--- src/sv/dzm_pkg.sv ---
// Package for the diamond zone marker: command codes, register indexes,
// configuration and queue item types shared by all modules of the block.
// Depends on nothing.
`default_nettype none

package dzm_pkg;

   // Field widths of one input item and one result item.
   localparam int CMD_W   = 2;
   localparam int POS_W   = 6;
   localparam int COUNT_W = 13;

   // Configuration register widths.
   localparam int RADIUS_W = 5;
   localparam int USED_W   = 7;

   // Bound values span up to 256; diamond coordinates need a sign.
   localparam int LIM_W   = 9;
   localparam int COORD_W = 10;

   // Depth of the queue between front and back.
   localparam int QUEUE_DEPTH = 2;
   localparam int QPTR_W      = $clog2(QUEUE_DEPTH);

   // Configuration port.
   localparam int CSR_ADDR_W = 4;
   localparam int CSR_DATA_W = 32;
   localparam int REG_IDX_W  = 2;

   localparam logic [REG_IDX_W-1:0] REG_RADIUS    = 2'd0;
   localparam logic [REG_IDX_W-1:0] REG_ROWS_USED = 2'd1;
   localparam logic [REG_IDX_W-1:0] REG_COLS_USED = 2'd2;

   localparam logic [RADIUS_W-1:0] RADIUS_RESET    = 5'd1;
   localparam logic [USED_W-1:0]   ROWS_USED_RESET = 7'd64;
   localparam logic [USED_W-1:0]   COLS_USED_RESET = 7'd64;

   typedef enum logic [CMD_W-1:0] {
      CMD_WRITE = 2'd0,
      CMD_ADD   = 2'd1,
      CMD_QUERY = 2'd2,
      CMD_CLEAR = 2'd3
   } cmd_type;

   typedef logic signed [COORD_W-1:0] coord_type;

   typedef struct packed {
      logic [RADIUS_W-1:0] radius;
      logic [USED_W-1:0]   rows_used;
      logic [USED_W-1:0]   cols_used;
   } cfg_type;

   // One classified item as it travels from the front to the back.
   typedef struct packed {
      cmd_type             cmd;
      logic [POS_W-1:0]    row;
      logic [POS_W-1:0]    col;
      logic                walkable;
      logic                in_grid;
      logic [RADIUS_W-1:0] rad;
      coord_type           row_lo;
      coord_type           row_hi;
      logic                has_rows;
      logic [LIM_W-1:0]    col_lim;
   } op_type;

endpackage

`default_nettype wire

--- src/sv/dzm_csr.sv ---
// Configuration registers of the diamond zone marker behind an APB-style port.
// Depends on dzm_pkg.
`default_nettype none

module dzm_csr (
   input  wire logic                           clock,
   input  wire logic                           reset,
   input  wire logic                           csr_psel,
   input  wire logic                           csr_penable,
   input  wire logic                           csr_pwrite,
   input  wire logic [dzm_pkg::CSR_ADDR_W-1:0] csr_paddr,
   input  wire logic [dzm_pkg::CSR_DATA_W-1:0] csr_pwdata,
   output logic      [dzm_pkg::CSR_DATA_W-1:0] csr_prdata,
   output logic                                csr_pready,
   output dzm_pkg::cfg_type                    cfg
);
   import dzm_pkg::*;

   cfg_type               cfg_ff;
   cfg_type               cfg_in;
   logic [REG_IDX_W-1:0]  reg_idx;
   logic                  wr_en;

   assign csr_pready = 1'b1;
   assign reg_idx    = csr_paddr[CSR_ADDR_W-1:2];
   assign wr_en      = csr_psel & csr_penable & csr_pwrite & csr_pready;

   // Register writes in the access phase.
   always_comb begin
      cfg_in = cfg_ff;
      if (wr_en) begin
         unique case (reg_idx)
            REG_RADIUS:    cfg_in.radius    = csr_pwdata[RADIUS_W-1:0];
            REG_ROWS_USED: cfg_in.rows_used = csr_pwdata[USED_W-1:0];
            REG_COLS_USED: cfg_in.cols_used = csr_pwdata[USED_W-1:0];
            default:       cfg_in = cfg_ff;
         endcase
      end
   end

   always_ff @(posedge clock) begin
      if (reset) begin
         cfg_ff.radius    <= RADIUS_RESET;
         cfg_ff.rows_used <= ROWS_USED_RESET;
         cfg_ff.cols_used <= COLS_USED_RESET;
      end else begin
         cfg_ff <= cfg_in;
      end
   end

   // Read data; unused addresses read as zero.
   always_comb begin
      unique case (reg_idx)
         REG_RADIUS:    csr_prdata = CSR_DATA_W'(cfg_ff.radius);
         REG_ROWS_USED: csr_prdata = CSR_DATA_W'(cfg_ff.rows_used);
         REG_COLS_USED: csr_prdata = CSR_DATA_W'(cfg_ff.cols_used);
         default:       csr_prdata = '0;
      endcase
   end

   assign cfg = cfg_ff;

endmodule

`default_nettype wire

--- config.mk ---
export PLATFORM = sky130hd
export DESIGN_NAME = dzm_csr
export DESIGN_NICKNAME = d
export VERILOG_FILES = /design/src/sv/dzm_pkg.sv /design/src/sv/dzm_csr.sv
export SDC_FILE = /design/constraint.sdc
export NUM_CORES = 1
export LEC_CHECK = 0
export BUFFER_PORTS_ARGS = -buffer_cell sky130_fd_sc_hd__buf_2
export CORE_MARGIN = 4
export CORE_UTILIZATION = 39
export CTS_CLUSTER_DIAMETER = 120
export DETAILED_ROUTE_END_ITERATION = 12
export GPL_ROUTABILITY_DRIVEN = 0
export PLACE_DENSITY = 0.85
export SLEW_MARGIN = 20
export SYNTH_ARGS = -nofsm -noshare
export SYNTH_HDL_FRONTEND = slang
export SYNTH_SLANG_ARGS = --single-unit
--- constraint.sdc ---
create_clock -name clock -period 1.1 [get_ports clock]
set_input_delay 0.11 -clock clock [delete_from_list [all_inputs] [get_ports clock]]
set_output_delay 0.11 -clock clock [all_outputs]
set_load 0.01 [all_outputs]
* After elaboration in Yosys (flattened, before gate mapping)
Index checks and enable logic that the tools add are counted.
Word-level totals: register bits after elaboration 19, bits of input ports 41, output and inout bits 52, logic and storage cells 12
Operators by class: equal/unequal tests 2, multiplexer cells 1, bitwise operators 2, reductions and logical operators 4
Operators by type and width (count):
- one-hot mux 7 bit (3 select lines) | 1
- AND reduction 2 bit | 3
- AND 1 bit | 2
- equality test 2 x 1 -> 1 bit (second input constant) | 1
- equality test 2 bit (second input constant) | 1
- zero test 2 bit | 1

* Logic depth before layout (Yosys ltp)
depth after elaboration 3, depth in mapped cells 5

* Least setup slack after synthesis
Ideal clock, no wire load.
path kind input port to flip-flop, from input csr_paddr[2] in the netlist's numbering, to register cfg_ff, in the netlist cfg[14], library setup time 119 ps, arrival time 823 ps, data required time 981 ps, setup slack 158 ps, stages 4, path through buf_6 or3_1 buf_6 mux2i_1
On the way: longest elaborated chain between the ends 2
RTL lines:
- from (decl) | line dzm_csr.sv:11 | input wire logic [dzm_pkg::CSR_ADDR_W-1:0] csr_paddr,
- zero test 2 bit | line dzm_csr.sv:32 | unique case (reg_idx)
- AND reduction 2 bit (no source line)
- to (signal assigned) | line dzm_csr.sv:47 | cfg_ff <= cfg_in;
- to (decl) | line dzm_csr.sv:19 | cfg_type cfg_ff;
Every way passes these cells. A chain may end at the register's enable or synchronous reset.

* Final worst setup path
from register cfg_ff, in the netlist cfg[9], to output csr_prdata[2] in the netlist's numbering
On the way: longest elaborated chain between the ends 1
RTL lines:
- one-hot mux 7 bit (3 select lines) | line dzm_csr.sv:53 | unique case (reg_idx)
- to (decl) | line dzm_csr.sv:13 | output logic [dzm_pkg::CSR_DATA_W-1:0] csr_prdata,
Every way passes these cells.

==> run_results.csv <==
group,metric,value,unit
placed_design,placed_cells,200,
detailed_routing,ant_nets,0,
power_and_ir_drop,power.total,1.27,mW
floorplanning,start_util,41.7,%
yosys,avgSynthCellArea,9.43,um^2
global_route,grt_pass1_vias,866,
clock_network,htreeDepth,1,
sta,fin_crit,1.08,ns
min_path,holdCritPathClass,"in -> reg",
sta,fin_crit_sh,98.5,%
critical_path,cp.required,0.99,ns
critical_path,reg2reg_depth,3,
clock_network,clk_pin_slew_worst_paths,0.11,ns
detailed_routing,via_per_inst,4.40,
sta,holdWs,0.0821,ns
floorplanning,dieArea,3940,um^2
placed_design,post-dp-hpwl,1.95,mm
cells_and_area,design_area,1460,um^2
cells_and_area,post-route-util,52.0,%
yosys,syn_inst,124,
floorplanning,die_h,62.8,um
clock_network,clockRootBuffer,"clkbuf_4",
critical_path,arrival,0.97,ns
global_route,grt_util_all_layers,12.0,%
power_and_ir_drop,p_leak,0.796,nW
cells_and_area,n_antenna_cell,0,
min_path,min_path_cells,3,
floorplanning,rows,19,
sta,setup_viol,0,
yosys,yosys.area.top_type,"dfxtp_1",
power_and_ir_drop,vdd_drop_max,0.694,mV
critical_path,worstSetupEndpointType,"primary output",
outcome,status,"completed",
cells_and_area,area_delta_synth_final,24.7,%
power_and_ir_drop,power.density,871,nW/um^2
run,max-cap-violations,0,
yosys,synth_area,1170,um^2
clock_network,tritoncts,"done",
yosys,ys_seq_elements,19,
detailed_routing,vias,932,
global_route,grt_pass1_wl,3.89,mm
placed_design,post-place-ws,0.0162,ns
yosys,synth.top_cell.area_share,32.5,%
detailed_routing,routed_wl,2.48,mm
sta,slew_viol_final,0,
cells_and_area,stdcell_count,212,
floorplanning,core,2810,um^2
detailed_routing,remaining_drc_errors,0,
cells_and_area,largest_reg_flops,19,
yosys,synthTopCellsByArea,"dfxtp_1 (33%), mux2i_1 (21%), buf_4 (17%), nand2b_1 (9.1%), buf_6 (2.9%)",
critical_path,reg2reg_setup_slack,0.27,ns
detailed_routing,drt_iter0_markers,17,
sta,rsz0062_at_grt,"yes",
sta,hold_viol,0,
sta,fmax,923,MHz
detailed_routing,wl_per_cell,11.7,um
cells_and_area,fillers,273,
critical_path,crit_type,"reg -> out",
sta,finalClockSkew,0,ns
critical_path,cp_max_fo,2,
floorplanning,ios,93,
clock_network,cts_buffer_depth,2,
floorplanning,die_w,62.8,um
clock_network,numCtsBuffers,3,
sta,timing.setup.tns,0,ns
global_route,antenna_found_initial,0,
placed_design,port_buffers,39,
placed_design,dpl_cell_area,1350,um^2
yosys,synth_cell_types,22,
cells_and_area,nets,223,
yosys,ys_warn_count,0,
clock_network,insertion_delay,0.29,ns
critical_path,worstSetupStartpointType,"flop",
cells_and_area,drive_above_1_share,47.0,%
yosys,yosysSeqAreaShare,32.5,%
global_route,grt_start_max_net_pins,28,
clock_network,cts_sinks,19,
sta,fin_ws,0.0164,ns
detailed_routing,first_pass_iters,4,
global_route,gr-total-overflow,0,
[final timing paths]
kind                               end            startpoint
setup reg to reg  cfg[16]$_SDFFE_PP0P_  cfg[16]$_SDFFE_PP0P_
setup / recovery         csr_prdata[2]   cfg[9]$_SDFFE_PP0P_
hold / removal    cfg[12]$_SDFFE_PP0P_         csr_pwdata[5]
hold reg to reg   cfg[15]$_SDFFE_PP0P_  cfg[15]$_SDFFE_PP0P_
[area by class of cell]
class                      instances  area (um^2)  area share [%]
multi-input combinational         97          634            43.5
timing repair buffer              61          360            24.7
clock buffer                       4         26.3            1.80
sequential                        19          399            27.4
tap                               31         38.8            2.66
[synthesized netlist by cell type]
cell and count:
buf_4 27, mux2i_1 24, dfxtp_1 19, nand2b_1 17, nand2_1 5, nor2_1 5
o21ai_0 5, buf_6 3, or2b_2 3, a22o_1 2, conb_1 2, or2b_1 2
and2b_1 1, clkbuf_1 1, clkbuf_2 1, nand3_2 1, nand4_1 1, nand4_2 1
nor2b_1 1, nor3b_1 1, nor3b_2 1, or3_1 1
[critical path, cell delays in order (launching register included)]
cell,delay (ns)
dfxtp_2,0.34
mux2i_1,0.06
o21ai_1,0.13
buf_2,0.15
[cells in the final DEF, fill, tap and decap left out]
master     n
nor2_1     5
nand2_1    5
nand3_2    1
nor3b_1    1
o21ai_1    5
or2b_1     2
nor2b_1    1
nand4_1    1
conb_1    26
dfxtp_1    4
nand4_2    1
mux2i_1   24
nand2b_1  17
a22o_1     2
nor3b_2    1
clkbuf_4   3
and2b_1    1
or3_1      1
dfxtp_2   15
buf_2     39
buf_4     22
clkbuf_1   1
or2b_2     3
[metal layers]
layer / vias to the layer above / global-route usage, % / share of wire [%]
li1: 472 / - / -
met1: 419 / 14.8 / 44
met2: 39 / 21.7 / 51
met3: 2 / 1.62 / 4.5
met4: 0 / 3.31 / 0.36
met5: - / 0 / 0
[repair_timing]
item,4_1_cts,5_1_grt
pin swaps,0,0
buffers inserted,6,2
hold buffers,0,0
gates resized for setup,15,5
setup endpoints to repair,5,7
[power breakdown]
group | internal (mW) | switching, mW
sequential | 0.697 | 0.00578
clock | 0.141 | 0.208
combinational | 0.0956 | 0.124
total | 0.934 | 0.337
[cell families after synthesis]
group | after synthesis | synth area share, %
flops | 19 | 32.5
simple gates | 40 | 21.7
other cells | 2 | 0.642
buf+inv | 32 | 21.0
compound gates | 7 | 3.64
mux | 24 | 20.5
Power figures use the tool's default switching activity.
