$ cat config.mk
export PLATFORM = sky130hd
export DESIGN_NAME = dzm_front
export DESIGN_NICKNAME = d
export VERILOG_FILES = /design/src/sv/dzm_pkg.sv /design/src/sv/dzm_front.sv
export SDC_FILE = /design/constraint.sdc
export NUM_CORES = 1
export LEC_CHECK = 0
export BUFFER_PORTS_ARGS = -buffer_cell sky130_fd_sc_hd__buf_2
export CAP_MARGIN = 40
export CORE_AREA = 3 3 58 60
export DETAILED_ROUTE_END_ITERATION = 10
export DIE_AREA = 0 0 61 63
export PLACE_DENSITY = 0.91
export SLEW_MARGIN = 20
export SYNTH_ARGS = -nofsm -noshare
export SYNTH_HDL_FRONTEND = slang
export SYNTH_SLANG_ARGS = --single-unit
$ cat constraint.sdc
create_clock -name vclk -period 5.9
set_input_delay 0.295 -clock vclk [all_inputs]
set_output_delay 0.295 -clock vclk [all_outputs]
set_load 0.05 [all_outputs]
$ cat src/sv/dzm_pkg.sv
// Package for the diamond zone marker: command codes, register indexes,
// configuration and queue item types shared by all modules of the block.
// Depends on nothing.
`default_nettype none

package dzm_pkg;

   // Field widths of one input item and one result item.
   localparam int CMD_W   = 2;
   localparam int POS_W   = 6;
   localparam int COUNT_W = 13;

   // Configuration register widths.
   localparam int RADIUS_W = 5;
   localparam int USED_W   = 7;

   // Bound values span up to 256; diamond coordinates need a sign.
   localparam int LIM_W   = 9;
   localparam int COORD_W = 10;

   // Depth of the queue between front and back.
   localparam int QUEUE_DEPTH = 2;
   localparam int QPTR_W      = $clog2(QUEUE_DEPTH);

   // Configuration port.
   localparam int CSR_ADDR_W = 4;
   localparam int CSR_DATA_W = 32;
   localparam int REG_IDX_W  = 2;

   localparam logic [REG_IDX_W-1:0] REG_RADIUS    = 2'd0;
   localparam logic [REG_IDX_W-1:0] REG_ROWS_USED = 2'd1;
   localparam logic [REG_IDX_W-1:0] REG_COLS_USED = 2'd2;

   localparam logic [RADIUS_W-1:0] RADIUS_RESET    = 5'd1;
   localparam logic [USED_W-1:0]   ROWS_USED_RESET = 7'd64;
   localparam logic [USED_W-1:0]   COLS_USED_RESET = 7'd64;

   typedef enum logic [CMD_W-1:0] {
      CMD_WRITE = 2'd0,
      CMD_ADD   = 2'd1,
      CMD_QUERY = 2'd2,
      CMD_CLEAR = 2'd3
   } cmd_type;

   typedef logic signed [COORD_W-1:0] coord_type;

   typedef struct packed {
      logic [RADIUS_W-1:0] radius;
      logic [USED_W-1:0]   rows_used;
      logic [USED_W-1:0]   cols_used;
   } cfg_type;

   // One classified item as it travels from the front to the back.
   typedef struct packed {
      cmd_type             cmd;
      logic [POS_W-1:0]    row;
      logic [POS_W-1:0]    col;
      logic                walkable;
      logic                in_grid;
      logic [RADIUS_W-1:0] rad;
      coord_type           row_lo;
      coord_type           row_hi;
      logic                has_rows;
      logic [LIM_W-1:0]    col_lim;
   } op_type;

endpackage

`default_nettype wire

$ cat src/sv/dzm_front.sv
// Front of the diamond zone marker: takes an item and classifies it, working
// out bounds and the clipped row range of a diamond. Depends on dzm_pkg.
`default_nettype none

module dzm_front #(
   parameter int GRID_ROWS  = 64,
   parameter int GRID_COLS  = 64,
   parameter int RADIUS_MAX = 31
) (
   input  wire logic                      req_push,
   input  wire logic [dzm_pkg::CMD_W-1:0] req_command,
   input  wire logic [dzm_pkg::POS_W-1:0] req_row,
   input  wire logic [dzm_pkg::POS_W-1:0] req_col,
   input  wire logic                      req_walkable,
   output logic                           req_full,
   input  wire dzm_pkg::cfg_type          cfg,
   output logic                           q_push,
   output dzm_pkg::op_type                q_data,
   input  wire logic                      q_full
);
   import dzm_pkg::*;

   localparam logic [LIM_W-1:0] ROW_CAP = LIM_W'(GRID_ROWS);
   localparam logic [LIM_W-1:0] COL_CAP = LIM_W'(GRID_COLS);
   localparam logic [6:0]       RAD_CAP = 7'(RADIUS_MAX);

   logic [LIM_W-1:0]    row_lim;
   logic [LIM_W-1:0]    col_lim;
   logic [RADIUS_W-1:0] rad;
   coord_type           center;
   coord_type           lo_raw;
   coord_type           hi_raw;
   coord_type           row_max;
   coord_type           row_lo;
   coord_type           row_hi;

   assign req_full = q_full;
   assign q_push   = req_push;

   // Effective bounds and radius.
   always_comb begin
      row_lim = (LIM_W'(cfg.rows_used) < ROW_CAP) ? LIM_W'(cfg.rows_used) : ROW_CAP;
      col_lim = (LIM_W'(cfg.cols_used) < COL_CAP) ? LIM_W'(cfg.cols_used) : COL_CAP;
      rad     = (7'(cfg.radius) > RAD_CAP) ? RADIUS_W'(RAD_CAP) : cfg.radius;
   end

   // Rows of the diamond that fall inside the bounds.
   always_comb begin
      center  = coord_type'(req_row);
      lo_raw  = center - coord_type'(rad);
      hi_raw  = center + coord_type'(rad);
      row_max = coord_type'(row_lim) - coord_type'(1);
      row_lo  = (lo_raw < coord_type'(0)) ? coord_type'(0) : lo_raw;
      row_hi  = (hi_raw > row_max) ? row_max : hi_raw;
   end

   always_comb begin
      q_data.cmd      = cmd_type'(req_command);
      q_data.row      = req_row;
      q_data.col      = req_col;
      q_data.walkable = req_walkable;
      q_data.in_grid  = (LIM_W'(req_row) < ROW_CAP) && (LIM_W'(req_col) < COL_CAP);
      q_data.rad      = rad;
      q_data.row_lo   = row_lo;
      q_data.row_hi   = row_hi;
      q_data.has_rows = (row_lo <= row_hi);
      q_data.col_lim  = col_lim;
   end

endmodule

`default_nettype wire

After elaboration in Yosys (flattened, before gate mapping)
Cells that the tools add are included.
Cells by class
  equality and inequality tests: 0
  mux-type cells: 4
  shifts and indexed selects: 0
  bitwise logic cells: 0
  add/sub/neg operators: 3
  multiply operators: 0
  reductions and logical operators: 0
  div/mod/pow operators: 0
  order comparisons: 5
Operators with widths (count)
  $mux 10: 2
  $lt 7x7->1 const B: 2
  $mux 7: 2
  $le 10x10->1: 1
  $gt 8x8->1: 1
  $sub 7x1->8 const B: 1
  $add 6x5->7: 1
  $lt 7x1->1 const B: 1
  $sub 6x5->7: 1
Storage, ports and cells
  memory bits (writable): 0
  register bits after elaboration: 0
  input bits: 36
  ROM bits: 0
  logic and storage cells: 12
  memories: 0
  latch bits: 0

Depth between registers and ports, before layout
  word-level depth: 6
  gate-level depth with buffers: 19

Least setup slack after synthesis
No wires, ideal clock.
  kind: input port to output port
  start point: in cfg[13] (netlist bit)
  end point: out q_data[9] (netlist bit)
  slack: 1.228 ns
  required time: 5.605 ns
  stages: 18
  arrival time: 4.377 ns
  cells stage by stage: clkbuf_1 > nand2b_1 > ha_1 > nor3b_1 > o21ai_0 > inv_1 > ha_1 > and4_1 > a41o_1 > a31oi_2 > or2_1 > buf_6 > mux2i_1 > ha_1 > a21oi_1 > a21boi_0 > o32a_1 > a21oi_1
RTL lines
  from (decl): RTL line dzm_front.sv:16  | input wire dzm_pkg::cfg_type cfg,
  to (decl): RTL line dzm_front.sv:18  | output dzm_pkg::op_type q_data,

==> out/metrics.csv <==
stage,metric,value,unit
global_routing,maximum number of pins on one net before global-route repair,11,
floorplan,num rows,20,
timing,minimum clock period after layout,4.931,ns
worst_setup_path,Crit path top cell by count,ha_1,
synth,Synth Area in Compound Gates,16.67,%
worst_setup_path,Crit path max-delay family,compound AO/OA/AOI/OAI gates,
pwr,worst ir drop on vdd,81.04,µV
cells_and_area,filler instances,299,
cells_and_area,share of cells above drive strength 1,32.24,%
worst_setup_path,CP Class,input pin to primary output,
global_routing,initial antenna violation count,0,
floorplan,Die ar.,0.003843,mm²
detailed_routing,drt initial violations,31,
timing,"Setup violations, final",0,
timing,Pins Over Slew Limit,0,
worst_hold_path,worst min path class,input pin to primary output,
cells_and_area,Final Util,49.66,%
floorplan,Die W,61,µm
worst_setup_path,Bufs and invs on worst path,3,
timing,RSZ-0062 raised after global routing,false,
placement,GP Congestion,0.9086,
outcome,status,completed,
timing,final period utilization,83.57,%
synth,syn_area_per_cell,7.467,µm²
clocking,"Setup Fix Bufs, Post-CTS",0,
clocking,CTS Hold Bufs,0,
synth,Simple-Gate Fraction of Synth Area,22.55,%
synth,XOR/XNOR share of the synthesized area,5.707,%
global_routing,met3 usage in global routing,0.4132,%
worst_setup_path,critical path data required time,5.61,ns
worst_setup_path,crit path cell chain,"buf_2, inv_1, ha_1, nor2b_1, o21ai_0, a2111o_1, nand3_1, ha_1, and4_1, a41o_1, a31oi_2, or2_1, mux2i_1, ha_1, a21oi_1, a21boi_0, o32a_1, a21oi_1, buf_2",
floorplan,Initial Util,46.39,%
detailed_routing,final WL,2970,µm
synth,Synth cell types,45,
global_routing,first-pass GRT wire length,4712,µm
global_routing,"Remaining Overflow, GRT",0,
floorplan,IO Pins,89,
timing,Worst Hold Slack,0.5900,ns
synth,post-synthesis mux area share,6.250,%
placement,dpl cells,247,
global_routing,met2 usage,28.74,%
synth,post-synth design cell area,0.001381,mm²
placement,IO Port Bufs,60,
detailed_routing,DR vias/cell,5.073,
cells_and_area,CLK BUF,0,
detailed_routing,drc violations,0,
cells_and_area,Seq Cell Count,0,
timing,final hold violation count,0,
detailed_routing,Detail Route Antenna Nets,0,
global_routing,Total Routing Usage GR,14.88,%
pwr,Leak,0.8257,nW
worst_setup_path,Critical Path Start Type,input pin,
cells_and_area,Area growth syn-to-layout,7.065,%
synth,Ys Warns,0,
timing,post-route setup TNS,0,ns
cells_and_area,Post-Layout Cell Count,247,
placement,Post-DP HPWL,2636,µm
cells_and_area,diode count,0,
timing,fmax,202.8,MHz
global_routing,GR Layer Usage met1,18.26,%
cells_and_area,nets,278,
worst_setup_path,Critical Path AT,4.64,ns
cells_and_area,area occupied by registers,0,µm²
synth,post-synthesis adder-cell area fraction,24.64,%
global_routing,number of global-route vias before repair,1101,
floorplan,Die Y-Extent,63,µm
clocking,PostCTS Resize Cnt,0,
detailed_routing,DRT Pass-1 Iters,4,
detailed_routing,DR vias,1253,
worst_setup_path,critical path endpoint category,primary output,
global_routing,GR peak layer,met2,
synth,cell count after synthesis,185,
flow_run,Max Cap Viol,0,
synth,largest family of logic cells by synthesized area,adder cells,
worst_setup_path,critical path's slowest cell,or2_1,
detailed_routing,Avg WL per Cell,12.02,µm
floorplan,core area,0.002978,mm²
synth,sequential area share after synthesis,0,%
pwr,P per Cell Area,217.3,mW/mm²
worst_setup_path,CP max FO,10,
worst_setup_path,Critical Path Max Stage Delay,0.45,ns
-- where the power goes --
group / internal, mW / total [mW] / switching, mW / leakage, nW
combinational: 0.102 / 0.321 / 0.219 / 0.826
clock: 0 / 0 / 0 / 0
sequential: 0 / 0 / 0 / 0
total: 0.102 / 0.321 / 0.219 / 0.826
-- final timing paths --
check	from	to	slack (ns)	depth (start not counted)
max	cfg[15]	q_data[9]	0.97	19
min	req_col[0]	q_data[37]	0.59	0
-- metrics by stage --
stage                     total power [mW]  setup slack [ns]  cell area (µm²)
after floorplan                     0.2881             1.228             1400
after global placement              0.3170             1.074             1479
after detailed placement            0.3216             1.017             1479
after CTS                           0.3221             1.011             1479
after global routing                0.3471            0.7141             1479
final                               0.3213            0.9692             1479
-- kinds of logic after synthesis --
family | count (synthesis)
compound gates | 33
xor+xnor | 9
fa+ha+maj | 26
buf+inv | 53
mux | 7
other cells | 2
simple gates | 55
-- routing by layer --
layer	routed length, µm	share of wire (%)	up-vias
met3	116	3.9	0
met5	0	0	-
met4	0	0	0
met1	1255	42	572
met2	1598	54	31
li1	-	-	650
-- cells in the final DEF, fill, tap and decap left out, drive strengths merged, types with 2 or more instances in the layout --
cell / netlist / final
xor2: 2 / 2
inv: 17 / 17
nor2: 13 / 13
mux2i: 3 / 3
or3: 2 / 2
nor3: 6 / 6
nand3: 2 / 2
conb: 2 / 7
buf: 33 / 60
ha: 24 / 24
a21o: 4 / 4
nor2b: 11 / 11
or2: 2 / 2
fa: 2 / 2
xnor2: 7 / 7
o21ai: 5 / 5
a21oi: 10 / 10
nand3b: 2 / 2
nand2: 7 / 7
nand2b: 6 / 6
mux2: 4 / 4
-- Yosys cell counts (2+ instances only) --
cell type	number	area share, %
a21o_1	4	2.2
a21oi_1	10	3.6
buf_4	32	17
clkbuf_1	3	0.82
conb_1	2	0.54
fa_1	2	2.9
ha_1	24	22
inv_1	17	4.6
mux2_4	3	3.3
mux2i_1	3	2.2
nand2_1	7	1.9
nand2b_1	6	2.7
nand3_1	2	0.72
nand3b_1	2	1.1
nor2_1	13	3.5
nor2b_1	11	5.0
nor3_1	5	1.8
o21ai_0	4	1.4
or3_4	2	1.6
xnor2_1	7	4.4
xor2_1	2	1.3
-- cell type report --
type,count,area [µm²],share of cell area [%]
Inverter,17,63.81,4.315
Multi-Input combinational cell,137,1074,72.59
Tap cell,33,41.29,2.792
Timing Repair Buffer,60,300.3,20.30
(Power assumes the default switching activity.)
