**config.mk**
```make
export PLATFORM = sky130hd
export DESIGN_NAME = dzm_queue
export DESIGN_NICKNAME = d
export VERILOG_FILES = /design/src/sv/dzm_pkg.sv /design/src/sv/dzm_queue.sv
export SDC_FILE = /design/constraint.sdc
export NUM_CORES = 1
export LEC_CHECK = 0
export ABC_AREA = 1
export BUFFER_PORTS_ARGS = -buffer_cell sky130_fd_sc_hd__clkbuf_2
export CELL_PAD_IN_SITES_DETAIL_PLACEMENT = 0
export CELL_PAD_IN_SITES_GLOBAL_PLACEMENT = 2
export CORE_UTILIZATION = 35
export CTS_CLUSTER_DIAMETER = 40
export CTS_CLUSTER_SIZE = 40
export DETAILED_ROUTE_END_ITERATION = 6
export PLACE_DENSITY = 0.75
export SYNTH_ARGS = -nofsm -noshare
export SYNTH_HDL_FRONTEND = slang
export SYNTH_SLANG_ARGS = --single-unit
```
**constraint.sdc**
```tcl
create_clock -name clock -period 3.5 [get_ports clock]
set_input_delay 0.175 -clock clock [delete_from_list [all_inputs] [get_ports clock]]
set_output_delay 0.175 -clock clock [all_outputs]
set_load 0.02 [all_outputs]
```
**src/sv/dzm_pkg.sv**
```systemverilog
// Package for the diamond zone marker: command codes, register indexes,
// configuration and queue item types shared by all modules of the block.
// Depends on nothing.
`default_nettype none

package dzm_pkg;

   // Field widths of one input item and one result item.
   localparam int CMD_W   = 2;
   localparam int POS_W   = 6;
   localparam int COUNT_W = 13;

   // Configuration register widths.
   localparam int RADIUS_W = 5;
   localparam int USED_W   = 7;

   // Bound values span up to 256; diamond coordinates need a sign.
   localparam int LIM_W   = 9;
   localparam int COORD_W = 10;

   // Depth of the queue between front and back.
   localparam int QUEUE_DEPTH = 2;
   localparam int QPTR_W      = $clog2(QUEUE_DEPTH);

   // Configuration port.
   localparam int CSR_ADDR_W = 4;
   localparam int CSR_DATA_W = 32;
   localparam int REG_IDX_W  = 2;

   localparam logic [REG_IDX_W-1:0] REG_RADIUS    = 2'd0;
   localparam logic [REG_IDX_W-1:0] REG_ROWS_USED = 2'd1;
   localparam logic [REG_IDX_W-1:0] REG_COLS_USED = 2'd2;

   localparam logic [RADIUS_W-1:0] RADIUS_RESET    = 5'd1;
   localparam logic [USED_W-1:0]   ROWS_USED_RESET = 7'd64;
   localparam logic [USED_W-1:0]   COLS_USED_RESET = 7'd64;

   typedef enum logic [CMD_W-1:0] {
      CMD_WRITE = 2'd0,
      CMD_ADD   = 2'd1,
      CMD_QUERY = 2'd2,
      CMD_CLEAR = 2'd3
   } cmd_type;

   typedef logic signed [COORD_W-1:0] coord_type;

   typedef struct packed {
      logic [RADIUS_W-1:0] radius;
      logic [USED_W-1:0]   rows_used;
      logic [USED_W-1:0]   cols_used;
   } cfg_type;

   // One classified item as it travels from the front to the back.
   typedef struct packed {
      cmd_type             cmd;
      logic [POS_W-1:0]    row;
      logic [POS_W-1:0]    col;
      logic                walkable;
      logic                in_grid;
      logic [RADIUS_W-1:0] rad;
      coord_type           row_lo;
      coord_type           row_hi;
      logic                has_rows;
      logic [LIM_W-1:0]    col_lim;
   } op_type;

endpackage

`default_nettype wire

```
**src/sv/dzm_queue.sv**
```systemverilog
// Short queue of classified items between the front and the back of the
// diamond zone marker. Depends on dzm_pkg.
`default_nettype none

module dzm_queue (
   input  wire logic            clock,
   input  wire logic            reset,
   input  wire logic            push,
   input  wire dzm_pkg::op_type push_data,
   output logic                 full,
   input  wire logic            pop,
   output dzm_pkg::op_type      head,
   output logic                 empty
);
   import dzm_pkg::*;

   op_type              entry_ff [QUEUE_DEPTH];
   logic [QPTR_W-1:0]   wr_ptr_ff;
   logic [QPTR_W-1:0]   wr_ptr_in;
   logic [QPTR_W-1:0]   rd_ptr_ff;
   logic [QPTR_W-1:0]   rd_ptr_in;
   logic [QPTR_W:0]     count_ff;
   logic [QPTR_W:0]     count_in;
   logic                push_ok;
   logic                pop_ok;

   assign full    = (count_ff == (QPTR_W+1)'(QUEUE_DEPTH));
   assign empty   = (count_ff == '0);
   assign push_ok = push & ~full;
   assign pop_ok  = pop & ~empty;
   assign head    = entry_ff[rd_ptr_ff];

   // Pointer and fill level update.
   always_comb begin
      wr_ptr_in = push_ok ? wr_ptr_ff + QPTR_W'(1) : wr_ptr_ff;
      rd_ptr_in = pop_ok ? rd_ptr_ff + QPTR_W'(1) : rd_ptr_ff;
      count_in  = count_ff + (QPTR_W+1)'(push_ok) - (QPTR_W+1)'(pop_ok);
   end

   always_ff @(posedge clock) begin
      if (reset) begin
         wr_ptr_ff <= '0;
         rd_ptr_ff <= '0;
         count_ff  <= '0;
      end else begin
         wr_ptr_ff <= wr_ptr_in;
         rd_ptr_ff <= rd_ptr_in;
         count_ff  <= count_in;
      end
   end

   // Item storage.
   always_ff @(posedge clock) begin
      if (push_ok) begin
         entry_ff[wr_ptr_ff] <= push_data;
      end
   end

endmodule

`default_nettype wire

```
; Word-level counts from Yosys, hierarchy flattened
; Memory sizes are Yosys's and may differ from the RTL's. A register that Yosys moved wholly into a read port is not among the register bits.
; Index checks and enable logic that the tools add are counted.
[totals]
reg_bits = 4
ram_bits = 102
inputBits = 55
output_inout_bits = 53
elab_cells = 18
mem_count = 1
[classes]
n_addsub = 4
eq_ne = 1
muxes = 4
bitwise_logic = 4
n_reduce_logical = 1
[memory_table]
columns = memory, words, word_bits, rd, rd_clocked_by_memory_dff, wr, line
row1 = entry_ff, 2, 51, 1, 1, 1, dzm_queue.sv:17  ; op_type entry_ff [QUEUE_DEPTH];
[ops]
columns = op, count
row1 = 2-to-1 mux 1 bit, 4
row2 = adder 1 bit (second input constant), 2
row3 = adder 2 x 1 -> 2 bit, 1
row4 = AND 1 bit, 2
row5 = == test 2 bit (second input constant), 1
row6 = zero test 2 bit, 1
row7 = NOT 1 bit, 2
row8 = subtractor 2 x 1 -> 2 bit, 1

; Longest topological paths before layout
[depth]
depth_word = 5
ltp_mapped = 11
mapped_depth_nobuf = 11

; Worst setup path before layout
; No wires, ideal clock.
[synth_path]
path_type = reg-to-reg
start = register count_ff[0]
end = memory entry_ff[0][0] in the netlist's numbering, enable pin
setup_time_ps = 460
arrival_ps = 2699
required_time_ps = 3040
setup_slack_ps = 342
path_stages_with_launch = 5
path_buffers = 0
synth_period_minus_slack_ps = 3158
cell_sequence = dfxtp_1 > inv_1 > nand2_1 > nand2_1 > nor2_1
[synth_between]
elab_chain_len = 5
[synth_lines]
columns = item, line
row1 = from (decl), dzm_queue.sv:22  ; logic [QPTR_W:0] count_ff;
row2 = from (signal assigned), dzm_queue.sv:48  ; count_ff <= count_in;
row3 = == test 2 bit, dzm_queue.sv:27  ; assign full = (count_ff == (QPTR_W+1)'(QUEUE_DEPTH));
row4 = NOT 1 bit, dzm_queue.sv:29  ; assign push_ok = push & ~full;
row5 = AND 1 bit, dzm_queue.sv:29
row6 = 2-to-1 mux 1 bit, dzm_queue.sv:54  ; if (push_ok) begin
row7 = 2-to-1 mux 1 bit (implied by the code), dzm_queue.sv:55  ; entry_ff[wr_ptr_ff] <= push_data;
row8 = to (decl), dzm_queue.sv:17
; No other way between the ends.

==> summary.md <==
| Metric | Value |
|---|---|
| Final hold vios | 0 |
| Pre-CTS setup slack | about 1.5 ns |
| Max Freq | just under 0.5 GHz |
| Final worst setup slack | between 1 and 1.5 ns |
| Setup tns final | 0 ns |
| Setup crit end kind | output pin |
| Top cells by area, synth | edfxtp_1 73%, mux2_4 18%, buf_12 2.4%, dfxtp_1 2.4%, inv_1 0.90% |
| Setup violations, final | 0 |
| Max rail drop VDD | approximately 0.00026 V |
| Seq/Total Area, Yosys | 0.7553 |
| # placed instances | 443 |
| Filler instances | approximately 1100 |
| Clk slew on worst S/H paths | ~0.070 ns |
| Ports | 108 |
| Area leader, netlist | edfxtp_1 |
| Compound-gate portion of the synthesized area | 0.002390 |
| CTS Buffer Depth | 2 |
| Run status | complete, but fails checks |
| Post-synth top cells | 102 x edfxtp_1, 50 x mux2_4, 10 x inv_1 |
| Die X-Extent | around 110 um |
| Area growth syn-to-layout | 21.72% |
| PortBufs | approximately 110 |
| Multiplexer share of the synthesized area | 0.1820 |
| Final RePlAce weighted congestion | 0.6488 |
| Final Max Slew Viols | 0 |
| Pleak | between 2 and 2.5 nW |
| Synth Register Bits | 107 |
| Via density per instance | between 4 and 5 |
| Vias | 2058 |
| Iteration-0 DRC Markers | approximately 100 |
| Synthesized net count | around 260 |
| Num CTS Buffers | 9 |
| Hold crit path type | in2reg |
| First-pass iteration count of the detailed router | 6 |
| Antenna diodes | 0 |
| First-pass GRT wire length | a little over 10 mm |
| Grt ovf | 0 |
| Largest net degree at the start of global routing | 52 |
| Starting Density | 0.3636 |
| Synth Area in Adders | 0.005976 |
| WP data required | 3.32 ns |
| Failing checks | DRC |
| Hold-fix buffers, CTS | 1 |
| Post-Synthesis Cells | 198 |
| CP max FO | 51 |
| Routed length per instance | 14.28 um |
| Unrepaired setup endpoints after global routing | false |
| Clock Tree Root | clkbuf_16 |
| Overall Power | between 3 and 4 mW |
| Synth async-reset ratio | 0 |
| Initial antenna violation count | 0 |
| Synth Warn # | 0 |
| Post-Layout Cell Count | 460 |
| Std cell rows | 39 |
| Commonest register cell after synthesis | edfxtp_1 |
| Main combinational cell family by area after synthesis | multiplexers |
| Chip height | 111.4 um |
| Worst setup path class | reg2out |
| Post-CTS sizing | 0 |
| Antenna-violating nets left | 0 |
| Nets | between 300 and 400 |
| Synth cell types | 12 |
| Slew margin rel. | 0.2443 |
| WL final | roughly 6.6 mm |
| CTS tree | built |
| Post-Syn Area | between 4000 and 5000 um^2 |
| Worst path arrival time | ~1.9 ns |
| Tot GR Track Use | 0.1112 |
| Power Density | ~730 nW/um^2 |
| Post-synth EDFFs | just over 100 |
| Vias in the first global route | ~2100 |
| Tmin final | 2.082 ns |
| Syn Area/Cell | between 20 and 25 um^2 |
| Most frequent cell after synthesis | edfxtp_1 |
| Clock Skew | ~0.0070 ns |
| Clk_lat worst skew | 0.33 ns |
| DRC | 16 |
| XOR/XNOR share of the synthesized area | 0 |
| DP HPWL | approximately 4.3 mm |
| Core area | ~12000 um^2 |
| Part of the cycle the worst path needs | 0.5949 |
| Max Cap Viol | 0 |
| Share of cells above drive strength 1 | 0.5552 |
| Total clock sinks | ~110 |
| Least-Margin Pin Slew | approximately 1.1 ns |
| # H-tree levels | 3 |
| Die area | roughly 12000 um^2 |
| Postcts setup bufs | 0 |
| Yosys top cell area share | 0.7314 |
| Post-synthesis simple-gate area fraction | 0.01882 |
| Critical Path Source Type | register |
[cell usage in the layout (no fill, tap or decap)]
master and count:
clkbuf_2 107, edfxtp_1 102, mux2_4 50, inv_1 9
clkbuf_16 9, nor2_1 8, nand2_1 8, dfxtp_1 4
nand3_1 3, a21oi_1 2, ha_1 2, clkinv_1 2
clkinv_4 2, inv_2 1, nor2_4 1, mux2_2 1
dfxtp_4 1, inv_8 1, clkinvlp_4 1, inv_6 1
dlygate4sd3_1 1, buf_4 1
[through the flow]
stage / hold slack, ns / area (um^2) / util
2_1_floorplan: 0.2462 / 4188 / -
3_3_place_gp: 0.3536 / 4810 / 0.4176
3_5_place_dp: 0.3555 / 4810 / 0.4176
5_1_grt: 0.008417 / 5097 / 0.4426
4_1_cts: 0.01249 / 5097 / 0.4426
6_report: 0.02513 / 5097 / 0.4426
[worst max-delay path, cell delays in order (launching register included)]
cell,delay (ns)
dfxtp_4,0.99
mux2_2,0.42
clkbuf_2,0.16
[layout make-up]
cell class,count,area [um^2],share of cell area
Timing Repair Buffer,109,553.0,0.1085
Clock buffer,9,225.2,0.04418
Sequential cell,107,3167,0.6213
Multi-Input combinational cell,75,883.3,0.1733
Tap cell,143,178.9,0.03510
Inverter,10,37.54,0.007364
Clock inverter,7,52.55,0.01031
[layer usage]
metal	GRT usage	routed length (um)
met3	0.04246	475
met4	0.05676	132
met1	0.1310	2795
met5	0	0
met2	0.1779	3167
[power by group]
part | internal [mW] | switching [mW]
logic | 0.476 | 0.538
registers | 1.63 | 0.144
clock network | 0.487 | 0.436
total | 2.59 | 1.12
[logic make-up after synthesis]
family	count (synthesis)
buffers and inverters	16
AND/OR/NAND/NOR	20
multiplexers	51
AO/OA/AOI/OAI	2
flip-flops	107
adder cells (fa/ha/maj)	2
[registers in the layout, indices dropped and copies added (netlist names), named ones only]
| register | flops |
|---|---|
| count_ff | 2 |
| entry_ff | 102 |
| rd_ptr_ff | 1 |
| wr_ptr_ff | 1 |
[worst paths after layout]
| kind | startpoint | end | slack [ns] | cells after the start |
|---|---|---|---|---|
| setup / recovery | register | head[37] | 1.42 | 2 |
| setup reg to reg | count_ff[0] | entry_ff[0][17] | 1.53 | 5 |
| hold reg to reg | rd_ptr_ff | register | 0.51 | 2 |
| hold / removal | push_data[37] | entry_ff[0][37] | 0.03 | 1 |
Power figures use the tool's default switching activity.
